$ cat src/design/adcssm_pkg.sv
// Package for the voltmeter display driver: command codes, scaling constants,
// digit types and the seven-segment glyph lookup. No dependencies.
package adcssm_pkg;

  typedef logic [3:0] digit_t;
  typedef logic [1:0] scan_pos_t;

  typedef enum logic {
    CMD_SAMPLE = 1'b0,
    CMD_TICK   = 1'b1
  } cmd_t;

  // floor(sample * 196 / 100) == (sample * SCALE_MULT) >> SCALE_SHIFT for 8-bit samples
  localparam int unsigned SCALE_MULT_W = 18;
  localparam logic [SCALE_MULT_W-1:0] SCALE_MULT = 18'd256907;
  localparam int unsigned SCALE_SHIFT = 17;
  localparam int unsigned VOLT_W = 9;

  localparam logic [7:0] DP_BIT = 8'h80;

  localparam scan_pos_t POS_HUNDREDS = 2'd0;
  localparam scan_pos_t POS_TENS     = 2'd1;
  localparam scan_pos_t POS_UNITS    = 2'd2;

  // Segment pattern gfedcba for one decimal digit; blank for codes above nine.
  function automatic logic [7:0] glyph(input digit_t d);
    logic [7:0] seg;
    case (d)
      4'd0:    seg = 8'h3F;
      4'd1:    seg = 8'h06;
      4'd2:    seg = 8'h5B;
      4'd3:    seg = 8'h4F;
      4'd4:    seg = 8'h66;
      4'd5:    seg = 8'h6D;
      4'd6:    seg = 8'h7D;
      4'd7:    seg = 8'h07;
      4'd8:    seg = 8'h7F;
      4'd9:    seg = 8'h6F;
      default: seg = 8'h00;
    endcase
    return seg;
  endfunction

endpackage

$ cat src/design/adc_to_seven_segment_mux.sv
// Top level of the voltmeter display driver: scales converter words to three
// decimal digits and scans them out as seven-segment words. Uses adcssm_pkg.
//
//  channel   | dir | tdata                                 | tuser | words
//  s_axis    | in  | [7:0] sample                          | cmd   | sample or scan tick
//  m_axis    | out | [7:0] segments, [10:8] digit_enable   | -     | one per tick
//
// Flow: a word is registered in the input register, the digit update or
//   glyph lookup happens on the way to the digit store / result register.
//   One word per cycle is sustained unless a tick waits on the result register.
// Reset: digits clear to zero, scan position to hundreds, both stages empty.
// Stalls: a sample word always drains; a tick word waits in the input
//   register while the result register is full and not taken, which holds
//   s_axis_tready low only when both stages are occupied.
module adc_to_seven_segment_mux (
  input  logic        clk,
  input  logic        rst,
  input  logic        s_axis_tvalid,
  output logic        s_axis_tready,
  input  logic [7:0]  s_axis_tdata,   // [7:0] sample
  input  logic        s_axis_tuser,   // [0] cmd
  output logic        m_axis_tvalid,
  input  logic        m_axis_tready,
  output logic [15:0] m_axis_tdata    // [7:0] segments, [10:8] digit_enable, [15:11] zero
);

  // Input register
  logic       in_valid;
  logic       in_cmd;
  logic [7:0] in_sample;

  // State
  adcssm_pkg::digit_t    digits [3];
  adcssm_pkg::scan_pos_t scan_pos;

  // Result register
  logic       out_valid;
  logic [7:0] out_segments;
  logic [2:0] out_enable;

  logic out_free;
  logic in_move;

  // Scaling and digit split
  logic [adcssm_pkg::SCALE_MULT_W+7:0] scaled;
  logic [adcssm_pkg::VOLT_W-1:0]       volts;
  adcssm_pkg::digit_t                  hund;
  logic [adcssm_pkg::VOLT_W-1:0]       hund_sub;
  logic [6:0]                          rem;
  adcssm_pkg::digit_t                  tens;
  logic [6:0]                          tens_sub;
  adcssm_pkg::digit_t                  units;

  // Tick output
  logic [7:0]            seg_next;
  logic [2:0]            enable_next;
  adcssm_pkg::scan_pos_t scan_pos_next;

  assign out_free      = !out_valid || m_axis_tready;
  // Samples drain unconditionally; ticks need room in the result register.
  assign in_move       = in_valid && ((in_cmd == adcssm_pkg::CMD_SAMPLE) || out_free);
  assign s_axis_tready = !in_valid || in_move;

  always_comb begin
    scaled = {{adcssm_pkg::SCALE_MULT_W{1'b0}}, in_sample} *
             {8'd0, adcssm_pkg::SCALE_MULT};
    volts  = scaled[adcssm_pkg::SCALE_SHIFT +: adcssm_pkg::VOLT_W];

    if (volts >= 9'd400) begin
      hund = 4'd4; hund_sub = 9'd400;
    end else if (volts >= 9'd300) begin
      hund = 4'd3; hund_sub = 9'd300;
    end else if (volts >= 9'd200) begin
      hund = 4'd2; hund_sub = 9'd200;
    end else if (volts >= 9'd100) begin
      hund = 4'd1; hund_sub = 9'd100;
    end else begin
      hund = 4'd0; hund_sub = 9'd0;
    end
    rem = 7'(volts - hund_sub);

    if (rem >= 7'd90) begin
      tens = 4'd9; tens_sub = 7'd90;
    end else if (rem >= 7'd80) begin
      tens = 4'd8; tens_sub = 7'd80;
    end else if (rem >= 7'd70) begin
      tens = 4'd7; tens_sub = 7'd70;
    end else if (rem >= 7'd60) begin
      tens = 4'd6; tens_sub = 7'd60;
    end else if (rem >= 7'd50) begin
      tens = 4'd5; tens_sub = 7'd50;
    end else if (rem >= 7'd40) begin
      tens = 4'd4; tens_sub = 7'd40;
    end else if (rem >= 7'd30) begin
      tens = 4'd3; tens_sub = 7'd30;
    end else if (rem >= 7'd20) begin
      tens = 4'd2; tens_sub = 7'd20;
    end else if (rem >= 7'd10) begin
      tens = 4'd1; tens_sub = 7'd10;
    end else begin
      tens = 4'd0; tens_sub = 7'd0;
    end
    units = 4'(rem - tens_sub);
  end

  // Pick the digit at the scan position; a stray position three shows blank
  // and returns to hundreds.
  always_comb begin
    case (scan_pos)
      adcssm_pkg::POS_HUNDREDS: begin
        seg_next      = adcssm_pkg::glyph(digits[0]) | adcssm_pkg::DP_BIT;
        enable_next   = 3'b100;
        scan_pos_next = adcssm_pkg::POS_TENS;
      end
      adcssm_pkg::POS_TENS: begin
        seg_next      = adcssm_pkg::glyph(digits[1]);
        enable_next   = 3'b010;
        scan_pos_next = adcssm_pkg::POS_UNITS;
      end
      adcssm_pkg::POS_UNITS: begin
        seg_next      = adcssm_pkg::glyph(digits[2]);
        enable_next   = 3'b001;
        scan_pos_next = adcssm_pkg::POS_HUNDREDS;
      end
      default: begin
        seg_next      = 8'h00;
        enable_next   = 3'b000;
        scan_pos_next = adcssm_pkg::POS_HUNDREDS;
      end
    endcase
  end

  // Input register: load a word whenever the stage is empty or drains.
  always_ff @(posedge clk) begin
    if (rst) begin
      in_valid <= 1'b0;
    end else if (s_axis_tready) begin
      in_valid <= s_axis_tvalid;
    end
    if (s_axis_tready && s_axis_tvalid) begin
      in_cmd    <= s_axis_tuser;
      in_sample <= s_axis_tdata;
    end
  end

  // Digit store and scan position.
  always_ff @(posedge clk) begin
    if (rst) begin
      digits[0] <= '0;
      digits[1] <= '0;
      digits[2] <= '0;
      scan_pos  <= adcssm_pkg::POS_HUNDREDS;
    end else if (in_move) begin
      if (in_cmd == adcssm_pkg::CMD_SAMPLE) begin
        digits[0] <= hund;
        digits[1] <= tens;
        digits[2] <= units;
      end else begin
        scan_pos <= scan_pos_next;
      end
    end
  end

  // Result register: hold until taken.
  always_ff @(posedge clk) begin
    if (rst) begin
      out_valid <= 1'b0;
    end else if (out_free) begin
      out_valid <= in_move && (in_cmd == adcssm_pkg::CMD_TICK);
    end
    if (out_free && in_move && (in_cmd == adcssm_pkg::CMD_TICK)) begin
      out_segments <= seg_next;
      out_enable   <= enable_next;
    end
  end

  assign m_axis_tvalid = out_valid;
  assign m_axis_tdata  = {5'd0, out_enable, out_segments};

  // Scan position never reaches the unused code.
  a_scan_range: assert property (@(posedge clk) disable iff (rst)
    scan_pos != 2'd3)
    else $error("scan position left the digit range");

  // Stored digits stay decimal.
  a_digits_decimal: assert property (@(posedge clk) disable iff (rst)
    digits[0] <= 4'd4 && digits[1] <= 4'd9 && digits[2] <= 4'd9)
    else $error("stored digit out of range");

  // Every emitted word drives exactly one digit.
  a_enable_onehot: assert property (@(posedge clk) disable iff (rst)
    out_valid |-> $onehot(out_enable))
    else $error("digit enable not one-hot");

  // Decimal point appears only on the hundreds digit.
  a_dp_hundreds: assert property (@(posedge clk) disable iff (rst)
    out_valid |-> (out_segments[7] == out_enable[2]))
    else $error("decimal point on wrong digit");

  // A tick that drains advances the scan position.
  a_scan_advance: assert property (@(posedge clk) disable iff (rst)
    (in_move && in_cmd == adcssm_pkg::CMD_TICK) |=> (scan_pos != $past(scan_pos)))
    else $error("scan position did not advance on tick");

endmodule
$ cat config.mk
export PLATFORM = sky130hd
export DESIGN_NAME = adc_to_seven_segment_mux
export DESIGN_NICKNAME = d
export VERILOG_FILES = /design/src/design/adcssm_pkg.sv /design/src/design/adc_to_seven_segment_mux.sv
export SDC_FILE = /design/constraint.sdc
export NUM_CORES = 1
export LEC_CHECK = 0
export BUFFER_PORTS_ARGS = -buffer_cell sky130_fd_sc_hd__clkbuf_2
export CORE_MARGIN = 2
export CORE_UTILIZATION = 30
export DETAILED_ROUTE_END_ITERATION = 8
export PLACE_DENSITY_LB_ADDON = 0.2
export SLEW_MARGIN = 20
export SYNTH_ARGS = -nofsm -noshare
export SYNTH_HDL_FRONTEND = slang
export SYNTH_SLANG_ARGS = --single-unit
$ cat constraint.sdc
create_clock -name clk -period 17.34 [get_ports clk]
set_input_delay 3.468 -clock clk [delete_from_list [all_inputs] [get_ports clk]]
set_output_delay 3.468 -clock clk [all_outputs]
set_load 0.1 [all_outputs]
==> results of run 1 <==
[per-layer routing]
metal	vias to the layer above	track usage, %	share of wire, %
met5	-	0	0
met4	0	2.03	0.56
met3	4	1.26	1.6
met2	32	22.7	51
met1	1779	17.2	47
li1	1841	-	-
[critical path, delay by kind of cell, from the launching register on]
kind,cells,cell delay (ps)
xor gates and xnor gates,2,890
and+or+nand+nor,2,470
adders and majority gates,9,3620
muxes,1,130
DFF,1,540
buffers and inverters,6,440
AOI/OAI and AO/OA,12,2450
[layout make-up]
class	count	area [µm²]
Tap cell	220	275
Sequential cell	34	981
Timing Repair Buffer	25	125
Multi-Input combinational cell	384	3530
Inverter	102	383
Fill cell	1721	10900
Clock buffer	7	133
Clock inverter	1	30.0
[synth_stat cells, drive strengths merged, types with 4 or more instances]
library cell	count
nand2b	6
a31oi	4
nand2	26
xor2	5
nor3	6
a311oi	4
nand3	10
ha	77
a21oi	32
nor2	33
buf	10
and2	6
nor2b	14
a211oi	8
o211ai	6
inv	102
mux2i	4
o21ai	34
edfxtp	30
o22ai	6
dfxtp	4
fa	43
clkbuf	7
xnor2	9
[registers in the layout, summed over array words and instances (netlist names)]
name	flops
scan_pos	2
m_axis_tvalid	1
digits	11
in_valid	1
in_cmd	1
out_enable	2
out_segments	8
in_sample	8
[path summary, 6_finish.rpt]
| check | startpoint | endpoint | slack, ps |
|---|---|---|---|
| setup / recovery | in_sample[5] | digits[0][11] | 8620 |
| hold / removal | in_valid | in_valid | 560 |
| setup reg to reg | in_sample[5] | digits[0][11] | 8620 |
| hold reg to reg | in_valid | in_valid | 560 |
[metrics by stage]
step | instance area (µm²) | std cells | util, %
finish | 5460 | 773 | 33.3
global route | 5460 | 773 | 33.3
CTS | 5460 | 773 | 33.3
detailed placement | 5300 | 765 | 32.3
global placement | 5300 | 765 | 32.3
floorplan | 5000 | 537 | -
[cells by family (layout without fill, tap and decap cells)]
family | after synthesis | count (layout) | synth area share, %
AND/OR/NAND/NOR | 116 | 116 | 12.0
adder cells (fa/ha/maj) | 120 | 120 | 36.6
AO/OA/AOI/OAI | 122 | 122 | 17.5
XOR/XNOR | 14 | 14 | 2.91
multiplexers | 7 | 7 | 1.48
other | 1 | 5 | 0.0753
buffers and inverters | 119 | 135 | 9.70
flip-flops | 34 | 34 | 19.7
[cells in the final DEF (no fill, tap or decap), types with 3 or more instances in the layout]
master	n
nand3_1	9
clkbuf_2	25
o21ai_1	3
nand2_1	26
nor3_1	5
conb_1	5
a31oi_1	4
inv_1	102
edfxtp_1	30
clkbuf_16	5
a211oi_1	5
o21ai_0	31
nor2_1	32
a21oi_1	31
dfxtp_1	4
and2_1	6
o211ai_1	5
xor2_1	4
fa_1	43
o22ai_1	4
ha_1	77
mux2_2	3
nor2b_1	14
a211oi_2	3
and3_1	3
xnor2_1	7
o21a_1	3
nand2b_1	6
mux2i_1	4
==> results.cfg, run 1 <==
[run_status]
status = complete, no violations

[clocking]
ctsResizeCount = 0
clock_latency_ps = 270
path_clk_slew_ps = 50
cts_tree = yes
cts_setup_buffers = 0
cts_hold_buf = 0
cts_made_buffers = 5
cts.sinks = 34
clockBufferDepth = 2
cts_root_buf = clkbuf_16
cts_max_level = 2

[critical_path]
worstPathRequired_ps = 17460
r2r_cells = 32
crit_path_end_kind = register
cpPeakStageDelay_ps = 650
cp-start-kind = register
cp_slowest_cell = fa_1
cp.arrival_ps = 8840
crit_type = reg2reg
critical_path.max_fanout = 11

[detailed_routing]
dr.pass1.iters = 4
vias = 3656
routed_wirelength_mm = 10.9
drc_errors = 0
wire_per_inst_um = 14.1
drt-initial-drc-count = 242
postRouteAntennaNets = 0
via_per_inst = 4.73

[yosys]
synth-edff-count = 30
synthCells = 533
ys_seq_area_share_pct = 19.7
yosys_register_bits = 34
yosysTopAreaCellShare_pct = 19.3
yosysWarningCount = 0
synthFlopType = edfxtp_1
async_flop_share_pct = 0
synth_cell_types = 69
yosys-top-cells-area = ha_1, edfxtp_1, fa_1, inv_1, a21oi_1
syn_avg_cell_area_um2 = 9.35
synth_area_um2 = 4980
yosys.area.top_type = ha_1

[global_route]
antenna_found_initial = 0
grt_use_total_pct = 12.8
grt_max_degree = 13
grt_overflow = 0
grt_pass1_wl_mm = 18.4
grt_pass1_vias = 3766

[layout]
areaGrowthSynthToFinish_pct = 9.60
antenna_cells = 0
fin_nets = 685
drive_gt1_share_pct = 10.3

[die]
start_util_pct = 30.4
ios = 31
dieArea_um2 = 17700
die_h_um = 133
core_area_um2 = 16400
placementRows = 47
die_x_um = 133

[worst_hold_path]
min_path_cells = 2
hold_path_class = reg2reg

[sta]
worstMarginPinSlew_ps = 1000
max_clock_freq_ghz = 0.115
finClkSkew_ps = 5.59
whs_ps = 564
rsz0062_at_grt = false
setup_slack_ps = 8620
fin_setup_tns_ps = 0
setup_viol = 0
min_period_over_period_pct = 50.3
slew_headroom_pct = 32.9
min_period_ps = 8720
hold_violations = 0
slew_violations = 0

[placed_design]
place_ws_ps = 8690
globalplace.congestion = 0.803
io_buffers = 25
dp_hpwl_mm = 9.36

[run]
max_cap_violations = 0
Power of run 1 is left out: the tool's default activity adds up to more than one toggle a clock period on the data nets, which glitch-free logic cannot reach.
==> run 2: changes to the inputs <==
Clock period 17.34 ns to 8.7 ns, I/O delays scaled along.
==> results.cfg, run 2 (synthesized netlist as in run 1, its figures left out) <==
[run_status]
status = complete, no violations

[worst_hold_path]
hold_path_class = reg2reg
hp-start = in_valid
min_path_cells = 2
holdPathEnd = in_valid

[layout]
regMostFlops = digits
fin_nets = 691
final_common_cell = inv_1
fillers = 1703
drive_gt1_share_pct = 11.8
mostFrequentLayoutCells = inv_1, ha_1, fa_1, nor2_1, a21oi_1
largest_reg_flops = 11
areaGrowthSynthToFinish_pct = 10.4
finish.utilization_pct = 33.5
antenna_cells = 0
reg_top3 = digits: 11 flops, in_sample: 8 flops, out_segments: 8 flops

[detailed_routing]
postRouteAntennaNets = 0
dr.pass1.iters = 4
via_per_inst = 4.73
vias = 3684
wire_per_inst_um = 13.9
drt-initial-drc-count = 169
routed_wirelength_mm = 10.8
drc_errors = 0

[placed_design]
globalplace.congestion = 0.823
dp_hpwl_mm = 9.37
io_buffers = 25

[clocking]
clock_latency_ps = 280
cts_hold_buf = 0
path_clk_slew_ps = 60
cts_root_buf = clkbuf_16
clockBufferDepth = 2
cts_max_level = 2
cts_made_buffers = 5
cts_tree = yes
cts.sinks = 34

[die]
placementRows = 47
start_util_pct = 30.4
dieArea_um2 = 17700
die_x_um = 133
die_h_um = 133
core_area_um2 = 16400
ios = 31

[sta]
max_clock_freq_ghz = 0.123
whs_ps = 581
hold_violations = 0
worstMarginPinSlew_ps = 979
slew_headroom_pct = 34.5
min_period_ps = 8100
slew_violations = 0
min_period_over_period_pct = 93.1
finClkSkew_ps = 6.87
rsz0062_at_grt = false
fin_setup_tns_ps = 0
setup_viol = 0

[critical_path]
r2r_setup_slack_ps = 600
crit_path_end_kind = register
worstPathRequired_ps = 8830
r2r_cells = 29
cp.arrival_ps = 8230
cp_common_cell = fa_1
critical_path.max_fanout = 9
cp_slowest_cell = fa_1
crit_type = reg2reg
reg2reg_from = in_sample[6]
r2r-end = digits[0][11]
cp-start-kind = register
cpPeakStageDelay_ps = 610

[global_route]
grt_use_total_pct = 12.8
grt_overflow = 0
grt_max_degree = 13
antenna_found_initial = 0
grt_pass1_wl_mm = 18.4
grt_pass1_vias = 3738

[run]
max_cap_violations = 0
run 2: cell type report:
type | instances | area (µm²) | area share, %
flip-flops and latches | 34 | 981 | 17.8
well taps | 220 | 275 | 5.01
repair buffers | 31 | 170 | 3.09
inverters | 102 | 383 | 6.96
multi-input cells | 384 | 3540 | 64.3
clock buffers | 6 | 139 | 2.53
clock inverters | 2 | 12.5 | 0.228
run 2: timing repair:
item | in CTS | in global routing
setup buffers | 0 | 5
resized for setup | 0 | 1
endpoints found under the setup margin | 0 | 1
run 2: worst max-delay path by stage:
stage               endpoint         start  slack (ps)  depth (start not counted)
6_report       digits[0][11]  in_sample[6]         600                         29
2_1_floorplan  digits[0][11]  in_sample[5]         970                         32
3_3_place_gp   digits[0][11]  in_sample[5]         470                         32
5_1_grt        digits[0][11]  in_sample[6]          10                         32
4_1_cts        digits[0][11]  in_sample[5]         390                         33
3_5_place_dp   digits[0][11]  in_sample[5]         450                         33
run 2: through the flow:
step           setup WS, ps  cells  instance area, µm²
2_1_floorplan           974    537                5000
3_3_place_gp            466    766                5300
3_5_place_dp            447    766                5300
4_1_cts                 390    774                5460
5_1_grt                13.6    779                5500
6_report                601    779                5500
run 2: routing by layer:
layer | routed length [µm] | GRT usage [%] | part of all wire, % | vias to the layer above
met4 | 77 | 2.51 | 0.71 | 0
met5 | 0 | 0 | 0 | -
met3 | 365 | 1.19 | 3.4 | 4
met2 | 5440 | 22.3 | 50 | 60
met1 | 4920 | 17.4 | 46 | 1763
li1 | - | - | - | 1857
run 2: worst max-delay path: cells and delay by family, from the launching register on:
kind                     cells  cell delay, ps
flip-flops                   1             470
adder cells (fa/ha/maj)      8            3400
buffers and inverters        4             280
AND/OR/NAND/NOR              3             600
AO/OA/AOI/OAI               12            2890
multiplexers                 1             120
XOR/XNOR                     1             170
Power of run 2 is left out for the same reason.
==> run 3: changes to the inputs <==
Settings changed: CORE_UTILIZATION 30 to 50.
==> results.cfg, run 3 (synthesized netlist as in run 1, its figures left out) <==
[run_status]
status = complete, no violations

[clocking]
cts_tree = yes
cts_made_buffers = 5
cts_root_buf = clkbuf_8
clock_latency_ps = 290
path_clk_slew_ps = 70
cts_max_level = 2
cts.sinks = 34
clockBufferDepth = 2

[die]
start_util_pct = 51.2
dieArea_um2 = 10800
die_x_um = 104
placementRows = 36
die_h_um = 104
core_area_um2 = 9730
ios = 31

[sta]
worstMarginPinSlew_ps = 1030
hold_violations = 0
min_period_over_period_pct = 92.9
whs_ps = 562
setup_viol = 0
fin_setup_tns_ps = 0
slew_violations = 0
rsz0062_at_grt = false
slew_headroom_pct = 31.3
min_period_ps = 8080
max_clock_freq_ghz = 0.124
finClkSkew_ps = 2.70

[critical_path]
cp_slowest_cell = fa_1
crit_type = reg2reg
crit_path_end_kind = register
r2r_setup_slack_ps = 620
worstPathRequired_ps = 8840
critical_path.max_fanout = 7
r2r-end = digits[0][11]
cp.arrival_ps = 8230
cp-start-kind = register
r2r_cells = 29
reg2reg_from = in_sample[5]
cpPeakStageDelay_ps = 650

[global_route]
grt_max_degree = 13
antenna_found_initial = 0
grt_pass1_wl_mm = 17.1
grt_overflow = 0
grt_use_total_pct = 19.6
grt_pass1_vias = 3696

[layout]
drive_gt1_share_pct = 12.1
final_common_cell = inv_1
regMostFlops = digits
areaGrowthSynthToFinish_pct = 7.21
fin_nets = 692
largest_reg_flops = 11
fillers = 921
antenna_cells = 0
seqCellArea_um2 = 981
multi_input_area_um2 = 3550
reg_top3 = digits: 11 flops, in_sample: 8 flops, out_segments: 8 flops
fin_area_um2 = 5340
mostFrequentLayoutCells = inv_1, ha_1, fa_1, nor2_1

[detailed_routing]
dr.pass1.iters = 4
drt-initial-drc-count = 147
via_per_inst = 5.30
vias = 3675
postRouteAntennaNets = 0
wire_per_inst_um = 14.6
routed_wirelength_mm = 10.1
drc_errors = 0

[worst_hold_path]
min_path_cells = 2
hold_path_class = reg2reg
hp-start = in_valid
holdPathEnd = m_axis_tvalid

[placed_design]
io_buffers = 25
globalplace.congestion = 0.904
dp_hpwl_mm = 8.70
placed_area_um2 = 5190

[run]
max_cap_violations = 0
[run 3: area by class of cell]
| type | instances | share of cell area, % |
|---|---|---|
| Tap cell | 133 | 3.12 |
| Inverter | 102 | 7.17 |
| Clock buffer | 5 | 1.29 |
| Multi-Input combinational cell | 384 | 66.4 |
| Clock inverter | 3 | 0.305 |
| Sequential cell | 34 | 18.4 |
| Timing Repair Buffer | 32 | 3.33 |
[run 3: worst max-delay path by stage]
stage                 startpoint            end  slack [ps]  cells past startpoint
floorplan           in_sample[5]  digits[0][11]         970                     32
global placement    in_sample[6]  digits[0][11]         550                     32
detailed placement  in_sample[6]  digits[0][11]         450                     33
CTS                 in_sample[6]  digits[0][11]         410                     33
global route        in_sample[5]  digits[0][11]          40                     32
finish              in_sample[5]  digits[0][11]         620                     29
[run 3: per-stage QoR]
step                util [%]  instances  setup WS [ps]
finish                  54.9        693            617
CTS                     54.3        687            414
floorplan                  -        537            974
detailed placement      53.4        679            450
global route            54.9        693           40.6
global placement        53.4        679            554
[run 3: what timing repair did]
item,CTS,global route
setup buffers,0,6
setup endpoints to repair,0,1
hold buffers,0,0
hold endpoints to repair,0,0
resized for setup,0,4
[run 3: critical path: cells and delay by family, from the launching register on]
family / cells / cell delay (ps)
muxes: 1 / 130
buffers and inverters: 6 / 430
AOI/OAI and AO/OA: 9 / 1840
and+or+nand+nor: 3 / 980
DFF: 1 / 500
xor gates and xnor gates: 1 / 440
adders and majority gates: 9 / 3610
[run 3: metal layers]
layer / global-route usage [%] / wire (µm) / vias to the layer above
met5: 0 / 0 / -
met4: 4.34 / 164 / 0
met3: 3.08 / 311 / 11
met2: 36.5 / 5340 / 55
met1: 23.7 / 4280 / 1757
li1: - / - / 1852
Power of run 3 is left out for the same reason.
